--- src/rtl/urd_pkg.sv ---
// Shared types, constants and helper functions of the raster run decoder.
package urd_pkg;

  // Default size limits handed to the top-level parameters
  localparam int DEF_MAX_WIDTH  = 16384;
  localparam int DEF_MAX_HEIGHT = 16384;

  // Widths of the configuration fields
  localparam int DIM_W  = 15;
  localparam int PB_W   = 3;
  localparam int CFG_W  = 15;
  localparam int IDX_W  = 2;
  localparam int LIM_W  = 17;

  // Internal row and column counters (hold up to one past the largest dimension)
  localparam int CNT_W  = 16;

  // Result field widths
  localparam int ROW_W  = 14;
  localparam int RCNT_W = 9;
  localparam int COL_W  = 14;
  localparam int LEN_W  = 15;
  localparam int PIX_W  = 32;

  // Register indexes on the configuration port
  localparam logic [IDX_W-1:0] REG_LINE_WIDTH  = 2'd0;
  localparam logic [IDX_W-1:0] REG_PAGE_HEIGHT = 2'd1;
  localparam logic [IDX_W-1:0] REG_PIXEL_BYTES = 2'd2;

  // Stream codes
  localparam logic [7:0] CODE_WHITE_FILL = 8'h80;
  localparam logic [7:0] CODE_REPEAT_MAX = 8'd127;

  // Reset values of the registers before clamping
  localparam logic [DIM_W-1:0] RST_LINE_WIDTH  = 15'd1024;
  localparam logic [DIM_W-1:0] RST_PAGE_HEIGHT = 15'd1024;
  localparam logic [PB_W-1:0]  RST_PIXEL_BYTES = 3'd3;

  typedef enum logic [1:0] {
    PH_REPEAT,
    PH_CODE,
    PH_PIXEL,
    PH_DONE
  } phase_t;

  // Clamped configuration as the decoder sees it
  typedef struct packed {
    logic [DIM_W-1:0] line_width;
    logic [DIM_W-1:0] page_height;
    logic [PB_W-1:0]  px_size;
  } cfg_t;

  // One pixel run
  typedef struct packed {
    logic [ROW_W-1:0]  row_first;
    logic [RCNT_W-1:0] row_count;
    logic [COL_W-1:0]  col_start;
    logic [LEN_W-1:0]  run_length;
    logic [PIX_W-1:0]  pixel_value;
    logic              line_end;
    logic              page_end;
  } run_t;

  // Clamp a line or page size to 1..lim
  function automatic logic [DIM_W-1:0] clamp_dim(logic [DIM_W-1:0] v, logic [LIM_W-1:0] lim);
    logic [DIM_W-1:0] r;
    if (v == '0) begin
      r = DIM_W'(1);
    end else if ({{(LIM_W-DIM_W){1'b0}}, v} > lim) begin
      r = lim[DIM_W-1:0];
    end else begin
      r = v;
    end
    return r;
  endfunction

  // Clamp bytes per pixel to 1..4
  function automatic logic [PB_W-1:0] clamp_pbytes(logic [PB_W-1:0] v);
    logic [PB_W-1:0] r;
    if (v == '0) begin
      r = 3'd1;
    end else if (v > 3'd4) begin
      r = 3'd4;
    end else begin
      r = v;
    end
    return r;
  endfunction

  // White pixel: all ones over the active bytes
  function automatic logic [PIX_W-1:0] white_value(logic [PB_W-1:0] pb);
    logic [PIX_W-1:0] r;
    unique case (pb)
      3'd1:    r = 32'h0000_00FF;
      3'd2:    r = 32'h0000_FFFF;
      3'd3:    r = 32'h00FF_FFFF;
      default: r = 32'hFFFF_FFFF;
    endcase
    return r;
  endfunction

endpackage

--- src/rtl/urf_raster_run_decoder.sv ---
// Raster run decoder: compressed raster bytes in, clipped pixel runs out.
//
// Input channel: one stream byte per beat on in_valid/in_ready. Each line
// opens with a row repeat byte, then code bytes and pixel bytes follow.
// Output channel: one pixel run per beat on out_valid/out_ready, with its
// first row, row count, start column, length, value and line/page end flags.
// Configuration: cfg_write with cfg_index/cfg_data sets line width, page
// height and bytes per pixel; values are clamped when written. Write only
// while no byte is in flight.
// Path: the byte that completes a run is held in the input register, the
// run is decoded out of it, and the run is captured in the output register
// once that register has room.
// Throughput: one byte per cycle while the output register has room, set by
// the single decode step between the input register and the output register.
// Stall: while a run waits in the output register, bytes that give no run
// still flow; a byte that gives a run waits in the input register.
// Reset: synchronous; registers return to 1024 x 1024 at 3 bytes per pixel
// and the decoder waits for the first line's repeat byte. After the page
// end every further byte is accepted and dropped until reset.
module urf_raster_run_decoder #(
  parameter int MAX_WIDTH  = urd_pkg::DEF_MAX_WIDTH,
  parameter int MAX_HEIGHT = urd_pkg::DEF_MAX_HEIGHT
) (
  input  logic                         clk,
  input  logic                         rst,
  input  logic                         cfg_write,
  input  logic [urd_pkg::IDX_W-1:0]    cfg_index,
  input  logic [urd_pkg::CFG_W-1:0]    cfg_data,
  input  logic                         in_valid,
  output logic                         in_ready,
  input  logic [7:0]                   stream_byte,
  output logic                         out_valid,
  input  logic                         out_ready,
  output logic [urd_pkg::ROW_W-1:0]    row_first,
  output logic [urd_pkg::RCNT_W-1:0]   row_count,
  output logic [urd_pkg::COL_W-1:0]    col_start,
  output logic [urd_pkg::LEN_W-1:0]    run_length,
  output logic [urd_pkg::PIX_W-1:0]    pixel_value,
  output logic                         line_end,
  output logic                         page_end
);
  import urd_pkg::*;

  cfg_t cfg;
  run_t res;
  run_t out_run;
  logic res_valid;
  logic out_free;

  urd_cfg #(
    .MAX_WIDTH  (MAX_WIDTH),
    .MAX_HEIGHT (MAX_HEIGHT)
  ) u_cfg (
    .clk       (clk),
    .rst       (rst),
    .cfg_write (cfg_write),
    .cfg_index (cfg_index),
    .cfg_data  (cfg_data),
    .cfg       (cfg)
  );

  urd_decode u_decode (
    .clk         (clk),
    .rst         (rst),
    .cfg         (cfg),
    .in_valid    (in_valid),
    .in_ready    (in_ready),
    .stream_byte (stream_byte),
    .out_free    (out_free),
    .res_valid   (res_valid),
    .res         (res)
  );

  urd_out_reg u_out_reg (
    .clk       (clk),
    .rst       (rst),
    .res_valid (res_valid),
    .res       (res),
    .out_free  (out_free),
    .out_valid (out_valid),
    .out_ready (out_ready),
    .out_run   (out_run)
  );

  // Break the held run out onto the field ports
  assign row_first   = out_run.row_first;
  assign row_count   = out_run.row_count;
  assign col_start   = out_run.col_start;
  assign run_length  = out_run.run_length;
  assign pixel_value = out_run.pixel_value;
  assign line_end    = out_run.line_end;
  assign page_end    = out_run.page_end;

endmodule

--- src/rtl/urd_cfg.sv ---
// Configuration registers, clamped to their legal ranges as they are written.
module urd_cfg #(
  parameter int MAX_WIDTH  = urd_pkg::DEF_MAX_WIDTH,
  parameter int MAX_HEIGHT = urd_pkg::DEF_MAX_HEIGHT
) (
  input  logic                        clk,
  input  logic                        rst,
  input  logic                        cfg_write,
  input  logic [urd_pkg::IDX_W-1:0]   cfg_index,
  input  logic [urd_pkg::CFG_W-1:0]   cfg_data,
  output urd_pkg::cfg_t               cfg
);
  import urd_pkg::*;

  localparam logic [LIM_W-1:0] WLIM = LIM_W'(MAX_WIDTH);
  localparam logic [LIM_W-1:0] HLIM = LIM_W'(MAX_HEIGHT);

  // Store the clamped value of each register
  always_ff @(posedge clk) begin
    if (rst) begin
      cfg.line_width  <= clamp_dim(RST_LINE_WIDTH, WLIM);
      cfg.page_height <= clamp_dim(RST_PAGE_HEIGHT, HLIM);
      cfg.px_size     <= clamp_pbytes(RST_PIXEL_BYTES);
    end else if (cfg_write) begin
      unique case (cfg_index)
        REG_LINE_WIDTH:  cfg.line_width  <= clamp_dim(cfg_data[DIM_W-1:0], WLIM);
        REG_PAGE_HEIGHT: cfg.page_height <= clamp_dim(cfg_data[DIM_W-1:0], HLIM);
        REG_PIXEL_BYTES: cfg.px_size     <= clamp_pbytes(cfg_data[PB_W-1:0]);
        default: ;
      endcase
    end
  end

endmodule

--- src/rtl/urd_decode.sv ---
// Input byte register, decoder state and run computation.
module urd_decode (
  input  logic                  clk,
  input  logic                  rst,
  input  urd_pkg::cfg_t         cfg,
  input  logic                  in_valid,
  output logic                  in_ready,
  input  logic [7:0]            stream_byte,
  input  logic                  out_free,
  output logic                  res_valid,
  output urd_pkg::run_t         res
);
  import urd_pkg::*;

  // Input stage
  logic [7:0] byte_q;
  logic       byte_valid;

  // Decoder state
  phase_t             phase, phase_next;
  logic [RCNT_W-1:0]  rows_pending, rows_pending_next;
  logic [CNT_W-1:0]   current_row, current_row_next;
  logic [CNT_W-1:0]   current_col, current_col_next;
  logic [7:0]         codes_left, codes_left_next;
  logic               run_is_repeat, run_is_repeat_next;
  logic [PIX_W-1:0]   pixel_accum, pixel_accum_next;
  logic [1:0]         pixel_byte_index, pixel_byte_index_next;

  // Run arithmetic
  logic               code_white, pixel_done, has_result, go;
  logic [1:0]         index_inc;
  logic [PIX_W-1:0]   accum_shift;
  logic [CNT_W-1:0]   w_ext, h_ext, rem, want, n, rows_left;
  logic [RCNT_W-1:0]  rows;
  logic [CNT_W-1:0]   col_sum, row_sum;
  logic               lend, pend;
  logic [7:0]         codes_dec;

  // Classify the byte in the input stage
  assign index_inc   = pixel_byte_index + 2'd1;
  assign accum_shift = {pixel_accum[PIX_W-9:0], byte_q};
  assign code_white  = (phase == PH_CODE) && (byte_q == CODE_WHITE_FILL);
  assign pixel_done  = (phase == PH_PIXEL) && (index_inc == cfg.px_size[1:0]);
  assign has_result  = code_white || pixel_done;
  assign go          = byte_valid && (!has_result || out_free);
  assign in_ready    = !byte_valid || go;
  assign res_valid   = go && has_result;
  assign codes_dec   = (codes_left != 8'd0) ? codes_left - 8'd1 : 8'd0;

  // Clip the run at the line end and the rows at the page end
  assign w_ext     = CNT_W'(cfg.line_width);
  assign h_ext     = CNT_W'(cfg.page_height);
  assign rem       = (current_col < w_ext) ? w_ext - current_col : CNT_W'(1);
  assign want      = run_is_repeat ? CNT_W'(codes_left) : CNT_W'(1);
  assign n         = (code_white || (rem <= want)) ? rem : want;
  assign rows_left = (current_row < h_ext) ? h_ext - current_row : CNT_W'(1);
  assign rows      = (CNT_W'(rows_pending) < rows_left) ? rows_pending
                                                       : rows_left[RCNT_W-1:0];
  assign col_sum   = current_col + n;
  assign row_sum   = current_row + CNT_W'(rows);
  assign lend      = (col_sum >= w_ext);
  assign pend      = lend && (row_sum >= h_ext);

  // Result fields
  always_comb begin
    res.row_first   = current_row[ROW_W-1:0];
    res.row_count   = rows;
    res.col_start   = current_col[COL_W-1:0];
    res.run_length  = n[LEN_W-1:0];
    res.pixel_value = pixel_done ? accum_shift : white_value(cfg.px_size);
    res.line_end    = lend;
    res.page_end    = pend;
  end

  // Next phase
  always_comb begin
    phase_next = phase;
    unique case (phase)
      PH_REPEAT: phase_next = PH_CODE;
      PH_CODE: begin
        if (code_white) begin
          if (lend) phase_next = pend ? PH_DONE : PH_REPEAT;
        end else begin
          phase_next = PH_PIXEL;
        end
      end
      PH_PIXEL: begin
        if (pixel_done) begin
          priority if (lend) begin
            phase_next = pend ? PH_DONE : PH_REPEAT;
          end else if (run_is_repeat || (codes_dec == 8'd0)) begin
            phase_next = PH_CODE;
          end
        end
      end
      PH_DONE: phase_next = PH_DONE;
      default: phase_next = PH_DONE;
    endcase
  end

  // Next counters and pixel assembly
  always_comb begin
    rows_pending_next     = rows_pending;
    current_row_next      = current_row;
    current_col_next      = current_col;
    codes_left_next       = codes_left;
    run_is_repeat_next    = run_is_repeat;
    pixel_accum_next      = pixel_accum;
    pixel_byte_index_next = pixel_byte_index;
    if (has_result) begin
      if (lend) begin
        current_col_next = '0;
        current_row_next = row_sum;
      end else begin
        current_col_next = col_sum;
      end
    end
    unique case (phase)
      PH_REPEAT: begin
        rows_pending_next = RCNT_W'(byte_q) + RCNT_W'(1);
        current_col_next  = '0;
      end
      PH_CODE: begin
        if (!code_white) begin
          if (byte_q <= CODE_REPEAT_MAX) begin
            run_is_repeat_next = 1'b1;
            codes_left_next    = byte_q + 8'd1;
          end else begin
            run_is_repeat_next = 1'b0;
            codes_left_next    = 8'd1 - byte_q;
          end
          pixel_accum_next      = '0;
          pixel_byte_index_next = '0;
        end
      end
      PH_PIXEL: begin
        if (pixel_done) begin
          pixel_accum_next      = '0;
          pixel_byte_index_next = '0;
          if (run_is_repeat || lend) codes_left_next = 8'd0;
          else                       codes_left_next = codes_dec;
        end else begin
          pixel_accum_next      = accum_shift;
          pixel_byte_index_next = index_inc;
        end
      end
      default: ;
    endcase
  end

  // Hold or advance the input byte
  always_ff @(posedge clk) begin
    if (rst) begin
      byte_valid <= 1'b0;
    end else if (in_valid && in_ready) begin
      byte_valid <= 1'b1;
    end else if (go) begin
      byte_valid <= 1'b0;
    end
  end

  always_ff @(posedge clk) begin
    if (in_valid && in_ready) byte_q <= stream_byte;
  end

  // Update decoder state once the byte is consumed
  always_ff @(posedge clk) begin
    if (rst) begin
      phase            <= PH_REPEAT;
      rows_pending     <= RCNT_W'(1);
      current_row      <= '0;
      current_col      <= '0;
      codes_left       <= '0;
      run_is_repeat    <= 1'b0;
      pixel_accum      <= '0;
      pixel_byte_index <= '0;
    end else if (go) begin
      phase            <= phase_next;
      rows_pending     <= rows_pending_next;
      current_row      <= current_row_next;
      current_col      <= current_col_next;
      codes_left       <= codes_left_next;
      run_is_repeat    <= run_is_repeat_next;
      pixel_accum      <= pixel_accum_next;
      pixel_byte_index <= pixel_byte_index_next;
    end
  end

`ifndef SYNTHESIS
  a_load_needs_room: assert property (@(posedge clk) disable iff (rst)
    res_valid |-> out_free)
    else $error("run loaded while output register is full");

  a_done_is_silent: assert property (@(posedge clk) disable iff (rst)
    (phase == PH_DONE) |-> !has_result)
    else $error("run produced after page end");

  a_line_end_resets_col: assert property (@(posedge clk) disable iff (rst)
    (res_valid && res.line_end) |=> (current_col == '0))
    else $error("column not cleared after line end");

  a_rows_nonzero: assert property (@(posedge clk) disable iff (rst)
    rows_pending != '0)
    else $error("row repeat count is zero");

  a_page_end_done: assert property (@(posedge clk) disable iff (rst)
    (res_valid && res.page_end) |=> (phase == PH_DONE))
    else $error("decoder still active after page end");
`endif

endmodule

--- src/rtl/urd_out_reg.sv ---
// Output register that holds one run beat until the receiver takes it.
module urd_out_reg (
  input  logic           clk,
  input  logic           rst,
  input  logic           res_valid,
  input  urd_pkg::run_t  res,
  output logic           out_free,
  output logic           out_valid,
  input  logic           out_ready,
  output urd_pkg::run_t  out_run
);
  import urd_pkg::*;

  assign out_free = !out_valid || out_ready;

  // Load a new beat or drop the one taken
  always_ff @(posedge clk) begin
    if (rst) begin
      out_valid <= 1'b0;
    end else if (res_valid) begin
      out_valid <= 1'b1;
    end else if (out_ready) begin
      out_valid <= 1'b0;
    end
  end

  always_ff @(posedge clk) begin
    if (res_valid) out_run <= res;
  end

endmodule
--- config.mk ---
export PLATFORM = sky130hd
export DESIGN_NAME = urf_raster_run_decoder
export DESIGN_NICKNAME = d
export VERILOG_FILES = /design/src/rtl/urd_pkg.sv /design/src/rtl/urf_raster_run_decoder.sv /design/src/rtl/urd_cfg.sv /design/src/rtl/urd_decode.sv /design/src/rtl/urd_out_reg.sv
export SDC_FILE = /design/constraint.sdc
export NUM_CORES = 1
export LEC_CHECK = 0
export ABC_CLOCK_PERIOD_IN_PS = 20700
export BUFFER_PORTS_ARGS = -buffer_cell sky130_fd_sc_hd__buf_2
export CORE_UTILIZATION = 30
export CTS_BUF_LIST = sky130_fd_sc_hd__clkbuf_4 sky130_fd_sc_hd__clkbuf_8
export CTS_CLUSTER_SIZE = 8
export DETAILED_ROUTE_END_ITERATION = 10
export PLACE_DENSITY = 0.46
export SYNTH_ARGS = -nofsm -noshare
export SYNTH_HDL_FRONTEND = slang
export SYNTH_SLANG_ARGS = --single-unit
--- constraint.sdc ---
create_clock -name clk -period 20.7 [get_ports clk]
set_clock_uncertainty 0.05 [all_clocks]
set_input_delay 4.14 -clock clk [delete_from_list [all_inputs] [get_ports clk]]
set_output_delay 4.14 -clock clk [all_outputs]
set_load 0.01 [all_outputs]
After elaboration in Yosys (flattened, before gate mapping)
Cells that the tools add are included.

Add/subtract/negate cells: 9. $lt $le $gt $ge: 9. Eq/ne operators: 14. Muxes and demuxes: 38. Bitwise logic cells: 1. Reductions and logical operators: 36.

Operators with widths (number): $mux 16 (6); $pmux 32 s3 (1); $mux 24 (2); $mux 8 (6); $pmux 24 s2 (1); $ge 16x15->1 (2); $lt 16x15->1 (2); $mux 32 (1); $sub 15x16->16 (2); $mux 15 (2); $add 16x16->16 (1); $add 16x9->16 (1); $le 16x16->1 (1); $lt 9x16->1 (1); $mux 2 (8); $pmux 8 s2 (1); $gt 15x15->1 const B (1); $logic_not 15->1 (1); $reduce_and 2->1 (5); $add 8x1->9 const B (1); $mux 9 (1); $reduce_and 3->1 (3); $add 8x1->8 const B (1); $eq 8x8->1 const B (1); other kinds (28) (55).

Register bits: 207. Input bits: 30.

Longest topological paths before layout
Gate-level depths: netlist (run 1).

Depth in word-level cells: 12. Mapped depth: 44. Depth with buffers taken out: 42.

Modules after synthesis
A second synthesis (run 1) with hierarchy kept.

Cells, all modules: 1327. Area total of the unflattened synthesis: 12324.3 um2.

Modules (own cells, without submodules): urd_decode (times used 1, cells each 1109, area each 8431.8 um2, sequential area each 1821.7 um2); urd_out_reg (times used 1, cells each 90, area each 2628.8 um2, sequential area each 2602.5 um2); urd_cfg (times used 1, cells each 128, area each 1263.7 um2, sequential area each 660.6 um2).

Least setup slack after synthesis (run 1)
OpenSTA, ideal clock, no wires.

Kind: input to output. Start point: input port out_ready. End point: output port in_ready. Arrival: 4636 ps. Path slack: 11874 ps. Stages: 2. Cells stage by stage: nand2b_1 > or2_2.

Word-level cells in the longest chain between the ends: 4.

RTL lines: start: declaration (line urf_raster_run_decoder.sv:33) `input logic out_ready,`; $logic_or 1x1->1 (line urd_out_reg.sv:14) `assign out_free = !out_valid || out_ready;`; $logic_or 1x1->1 (line urd_decode.sv:45) `assign go = byte_valid && (!has_result || out_free);`; $logic_and 1x1->1 (line urd_decode.sv:45); $logic_or 1x1->1 (line urd_decode.sv:46) `assign in_ready = !byte_valid || go;`; end: declaration (line urf_raster_run_decoder.sv:30) `output logic in_ready,`.

Every way passes these cells.

==> results.md, run 1 <==
- Count of cell types in the netlist: 86
- First-pass GRT wire length: 55,200 µm
- CTS tree: built
- CTS resizes: 0
- Synthesized Nets: 1,522
- Slew margin rel.: 28.4%
- Setup TNS: 0 ns
- Syn Area/Cell: 9.07 µm²
- Area of the multi-input gates: 6770 µm²
- Total die area: 42,400 µm²
- Filler cells: 4,337
- Post-CTS setup buffer count: 0
- Max frequency: 104 MHz
- CP Launch Type: register
- Worst vdd ir: 36.4 µV
- Post-Syn Area: 12,500 µm²
- Final Hold Vio Count: 0
- Critical Path Fanout Max: 18
- Fraction of layout cells with a size suffix above 1: 14.3%
- Crit end category: register
- Clk buf depth: 3
- Crit path top cell by count: ha_1
- Starting DRC count in detailed routing: 476
- Ant diodes: 0
- Commonest non-fill, non-tap cell in the layout: nand2_1
- CTS H-tree depth: 2
- GRT overflow: 0
- Die W: 206 µm
- Top_reg_cell synth: dfxtp_1
- Gpl congestion: 0.887
- Status: complete, no violations
- Final cell utilization of the core: 35.3%
- Hold Path Class: register to register
- Vias per inst: 4.97
- WHS: 0.403 ns
- Final setup violation count: 0
- Vias in the first global route: 9,963
- DP Cell Count: 1,980
- Num rows: 74
- WL/cell: 17.2 µm
- WL final: 35,400 µm
- Grt met1 use: 22.3%
- Register area: 5080 µm²
- Busiest grt layer: met2
- Port bufs: 117
- Max-cap violations: 0
- Critical Path RT: 21.13 ns
- Met3 GRT Util: 2.82%
- M2 GR Usage: 27.7%
- Detailed-router iteration count before antenna repair: 5
- Post-CTS Hold Fix Bufs: 0
- Largest net degree at the start of global routing: 80
- Synth warn: 0
- Initial antenna violation count: 0
- Residual DRC: 0
- Post-synth EDFFs: 94
- Post-route minimum period: 9.59 ns
- Crit share post-route: 46.3%
- Total GRT Usage: 16.9%
- Starting density of the core: 30.5%
- Slew @ Worst Pin: 1.07 ns
- Final Total Pwr: 1.00 mW
- Nets@finish: 1,635
- RSZ-0062 raised after global routing: false
- CP arrival: 10.02 ns
- Static leakage: 5.79 nW
- Crit path max-delay cell type: a211oi_2
- FF+latch count, synth: 207
- Critical path class: register to register
- Vias post-DR: 10,200
- Num ports: 118
- Num CTS Buffers: 39
- Pwr dens: 69.6 nW/µm²
- Die Y: 206 µm
- Worst stage delay on the critical path: 0.81 ns
- Sequential share of the synthesized area: 40.7%
- Post-DRT Antenna Nets: 0
- DPL Wire Length: 26,300 µm
- Worst skew pair latency: 0.60 ns
- Most frequent cells in the layout: 150 x nand2_1, 139 x a21oi_1, 116 x buf_2
- Max-slew violations: 0
- CTS Sinks: 207
- Synth-to-Final Area Change: 15.7%
- Cells after Synth: 1,376
- Clock Pin Slew Worst Setup and Hold Paths: 0.06 ns
- Synth async-reset ratio: 0%
- Clock root buffer: clkbuf_8
- Core area: 40,900 µm²
- Post-Layout Cell Count: 2,052
[worst max-delay path, delay by kind of cell, from the launching register on]
family / cells / cell delay [ns]
buffers and inverters: 3 / 0.20
and+or+nand+nor: 8 / 0.95
adders and majority gates: 6 / 1.74
AOI/OAI and AO/OA: 23 / 5.96
DFF: 1 / 0.36
xor gates and xnor gates: 1 / 0.22
[cell type report]
cell class                      instances  area share, %
Multi-Input combinational cell       1007           46.9
Sequential cell                       207           35.2
Tap cell                              532           4.61
Clock buffer                           52           4.57
Timing Repair Buffer                  125           4.49
Inverter                              109           2.85
Clock inverter                         20           1.38
[flip-flops by register name, indices dropped and copies added (netlist names)]
name	cells
u_cfg.cfg	33
u_decode.byte_q	8
u_decode.byte_valid	1
u_decode.codes_left	8
u_decode.current_col	16
u_decode.current_row	16
u_decode.phase	2
u_decode.pixel_accum	24
u_decode.pixel_byte_index	2
u_decode.rows_pending	9
u_decode.run_is_repeat	1
u_out_reg.out_run	86
u_out_reg.out_valid	1
[metal layers]
layer | up-vias | part of all wire (%)
met5 | - | 0
met4 | 0 | 2.4
met3 | 47 | 3.6
met2 | 166 | 47
met1 | 4823 | 47
li1 | 5171 | -
[cell families (layout without fill, tap and decap cells)]
group | Yosys count | in the layout | share of synthesized area, %
DFF | 207 | 207 | 40.7
adders and majority gates | 116 | 116 | 11.9
muxes | 21 | 21 | 1.82
and+or+nand+nor | 448 | 448 | 17.5
AOI/OAI and AO/OA | 366 | 366 | 19.1
buffers and inverters | 162 | 306 | 5.03
xor gates and xnor gates | 56 | 56 | 3.93
[worst paths after layout]
check,end,startpoint,cells after the start,slack (ns)
worst min register to register,u_decode.pixel_accum[23],u_decode.pixel_accum[23],2,0.40
worst max-delay path,u_decode.phase[1],u_cfg.cfg[3],41,11.11
worst min-delay path,u_decode.pixel_accum[23],u_decode.pixel_accum[23],2,0.40
worst max register to register,u_decode.phase[1],u_cfg.cfg[3],41,11.11
[report_power, final]
part	switching (mW)	internal (mW)	total, mW
registers	0.00937	0.431	0.441
logic	0.0713	0.0477	0.119
clock network	0.186	0.259	0.445
[synthesized netlist by cell type, types with 21 or more instances]
| cell | n | share of area (%) |
|---|---|---|
| nand2_1 | 150 | 4.5 |
| a21oi_1 | 139 | 5.6 |
| dfxtp_1 | 113 | 18 |
| ha_1 | 112 | 11 |
| inv_1 | 107 | 3.2 |
| nor2_1 | 106 | 3.2 |
| edfxtp_1 | 94 | 23 |
| o21ai_0 | 50 | 2.0 |
| a21o_1 | 43 | 2.6 |
| clkbuf_1 | 40 | 1.2 |
| xnor2_1 | 40 | 2.8 |
| nand3_1 | 38 | 1.5 |
| nor2b_1 | 25 | 1.3 |
| nor3_1 | 25 | 1.0 |
| nand2b_1 | 24 | 1.2 |
| a211oi_1 | 21 | 1.3 |
[stage by stage]
stage	area (µm²)	setup slack, ns
2_1_floorplan	12500	11.87
3_3_place_gp	13600	11.16
6_report	14400	11.11
3_5_place_dp	13600	11.12
4_1_cts	14400	11.08
5_1_grt	14400	10.33
No activity file was read; power rests on OpenSTA's default activity.
==> inputs of run 2 (changes only) <==
ABC_CLOCK_PERIOD_IN_PS = 8700   (was 20700)
PLACE_DENSITY = 0.48   (was 0.46)
clock period = 8.7 ns   (was 20.7 ns; I/O delays follow)
==> run 2 against run 1 <==
Sequential cell count stayed put; die area stayed put; clock power is 140% higher; core utilization is 1.5 points higher; non-clock buffer count is 61 higher; global-route usage is 0.80 points higher; worst setup slack worse by 11 ns; largest power group unchanged; critical endpoint is now u_decode.current_row[7].
==> results.md, run 2 (synthesized netlist as in run 1, its figures left out) <==
- Area post-placement: 14,000 µm² (+3.1%)
- WL/cell: 17.7 µm (+2.5%)
- Vias in the first global route: 10,200 (+2.8%)
- Crit Reg-Reg Endpoint: u_decode.current_row[7]
- WL final: 37,300 µm (+5.5%)
- Worst skew pair latency: 0.60 ns (about the same)
- Max-slew violations: 0 (unchanged)
- CTS H-tree depth: 2 (unchanged)
- Critical Path Fanout Max: 10 (-8)
- Worst r2r src: u_decode.current_col[5]
- CP startpoint: u_decode.current_col[5]
- Busiest grt layer: met2
- Crit end category: register
- Gpl congestion: 0.906 (+2.1%)
- Vias post-DR: 10,600 (+3.9%)
- Family with the most delay on the worst path: compound AO/OA/AOI/OAI gates
- Num CTS Buffers: 39 (unchanged)
- Num rows: 74 (unchanged)
- Initial antenna violation count: 0 (unchanged)
- GRT overflow: 0 (unchanged)
- Biggest regs: u_out_reg.out_run (86), u_cfg.cfg (33), u_decode.pixel_accum (24)
- Final Hold Vio Count: 0 (unchanged)
- WHS: 0.404 ns (+0.00107 ns)
- Met3 GRT Util: 3.44% (+0.61 points)
- Post-Layout Cell Count: 2,112 (+2.9%)
- Crit share post-route: 93.8% (+47 points)
- Final setup violation count: 0 (unchanged)
- Pwr dens: 164 nW/µm² (+140%)
- Ant diodes: 0 (unchanged)
- Detailed-router iteration count before antenna repair: 5 (unchanged)
- Largest register FFs: 86 (unchanged)
- CTS tree: built
- CP arrival: 8.58 ns (-1.44 ns)
- Clk buf depth: 3 (unchanged)
- Commonest non-fill, non-tap cell in the layout: nand2_1
- Critical path class: register to register
- Fraction of layout cells with a size suffix above 1: 19.1% (+4.7 points)
- Slew margin rel.: 28.9% (+0.42 points)
- Post-DRT Antenna Nets: 0 (unchanged)
- Biggest register: u_out_reg.out_run
- Nets@finish: 1,696 (+3.7%)
- Static leakage: 6.13 nW (+5.9%)
- Num ports: 118 (unchanged)
- Origin of the worst min-delay path: u_decode.pixel_accum[18]
- Worst r2r path cells: 43 (+4.9%)
- Total die area: 42,400 µm² (unchanged)
- Max frequency: 123 MHz (+18%)
- CP Capture Point: u_decode.current_row[7]
- Starting DRC count in detailed routing: 572 (+20%)
- Die W: 206 µm (unchanged)
- Post-CTS Hold Fix Bufs: 0 (unchanged)
- DP Cell Count: 2,035 (+2.8%)
- Die Y: 206 µm (unchanged)
- Starting density of the core: 30.5% (unchanged)
- Filler cells: 4,225 (-2.6%)
- Total GRT Usage: 17.7% (+0.80 points)
- CP Launch Type: register
- M2 GR Usage: 29.1% (+1.5 points)
- Max-cap violations: 0 (unchanged)
- First-pass GRT wire length: 57,800 µm (+4.7%)
- CTS Sinks: 207 (unchanged)
- Most frequent cells in the layout: 150 x nand2_1, 136 x a21oi_1, 116 x buf_2
- Worst stage delay on the critical path: 0.43 ns (-0.38 ns)
- Largest net degree at the start of global routing: 78 (-2.5%)
- Crit path max-delay cell type: or3b_4
- Port bufs: 117 (unchanged)
- Grt met1 use: 23.5% (+1.2 points)
- Core area: 40,900 µm² (unchanged)
- Buffers & Inverters on Critical Path: 8 (+5)
- Critical path depth: 43 (+4.9%)
- Status: complete, no violations
- DPL Wire Length: 28,000 µm (+6.2%)
- Clock root buffer: clkbuf_8
- Critical Path RT: 9.12 ns (-12.01 ns)
- Hold Path Class: register to register
- Setup TNS: 0 ns (unchanged)
- Finished Cell Area: 15,000 µm² (+4.2%)
- Worst vdd ir: 78.9 µV (+120%)
- Clock Pin Slew Worst Setup and Hold Paths: 0.06 ns (about the same)
- Slew @ Worst Pin: 1.07 ns (-0.00630 ns)
- Flop-to-flop setup slack: 0.54 ns (-10.57 ns)
- Crit path top cell by count: buf_4
- Residual DRC: 0 (unchanged)
- Synth-to-Final Area Change: 20.5%
- Vias per inst: 5.02 (+0.96%)
- Post-route minimum period: 8.16 ns (-1.43 ns)
[run 2: cell count changes in the layout (fill, tap and decap cells not counted), moves of 4 or more]
cell	delta
ha_2	+5
clkinv_1	-6
ha_1	-5
o21ai_0	-4
o21ai_1	+4
buf_4	+60
clkbuf_4	+4
clkbuf_8	+4
[run 2: tightest hold or removal path: cells and delay by family (launching register included)]
family           cells  cell delay (ns)
AND/OR/NAND/NOR      1             0.05
AO/OA/AOI/OAI        1             0.05
flip-flops           1             0.31
[run 2: per-layer routing]
layer,vias to the layer above,wire length [µm]
li1,5301,-
met1,5025,17400
met2,231,17400
met3,49,1770
met4,0,777
met5,-,0
[run 2: worst min path at each step]
| stage | endpoint | slack [ns] | depth (start not counted) |
|---|---|---|---|
| floorplan | u_out_reg.out_run[81] | 0.36 | 0 |
| global placement | u_decode.pixel_accum[23] | 0.39 | 2 |
| detailed placement | u_decode.pixel_accum[22] | 0.40 | 2 |
| CTS | u_decode.pixel_accum[18] | 0.41 | 2 |
| global route | u_decode.pixel_accum[19] | 0.42 | 2 |
| finish | u_decode.pixel_accum[18] | 0.40 | 2 |
[run 2: layout make-up]
type                            instances  area [µm²]  share of cell area (%)
Sequential cell                       207        5090                    33.8
Clock inverter                         11         143                   0.948
Tap cell                              532         666                    4.42
Clock buffer                           60         744                    4.95
Multi-Input combinational cell       1007        6870                    45.7
Timing Repair Buffer                  186        1120                    7.43
Inverter                              109         414                    2.75
[run 2: per-stage QoR]
step	utilization, %	power (mW)	worst slack (ns)
2_1_floorplan	-	1.28	0.848
3_3_place_gp	34.2	1.38	0.244
3_5_place_dp	34.2	1.38	0.0848
4_1_cts	36.4	2.49	0.0146
5_1_grt	36.8	2.58	-0.0278
6_report	36.8	2.47	0.541
[run 2: power breakdown]
| part | total, mW | leakage (nW) | switching (mW) | internal, mW |
|---|---|---|---|---|
| registers | 1.05 | 1.82 | 0.0216 | 1.03 |
| clock network | 1.09 | 0.467 | 0.452 | 0.639 |
| logic | 0.326 | 3.84 | 0.186 | 0.141 |
[run 2: repair_timing]
| item | CTS | global route |
|---|---|---|
| resized for setup | 0 | 28 |
| setup endpoints to repair | 0 | 43 |
| buffers inserted | 0 | 6 |
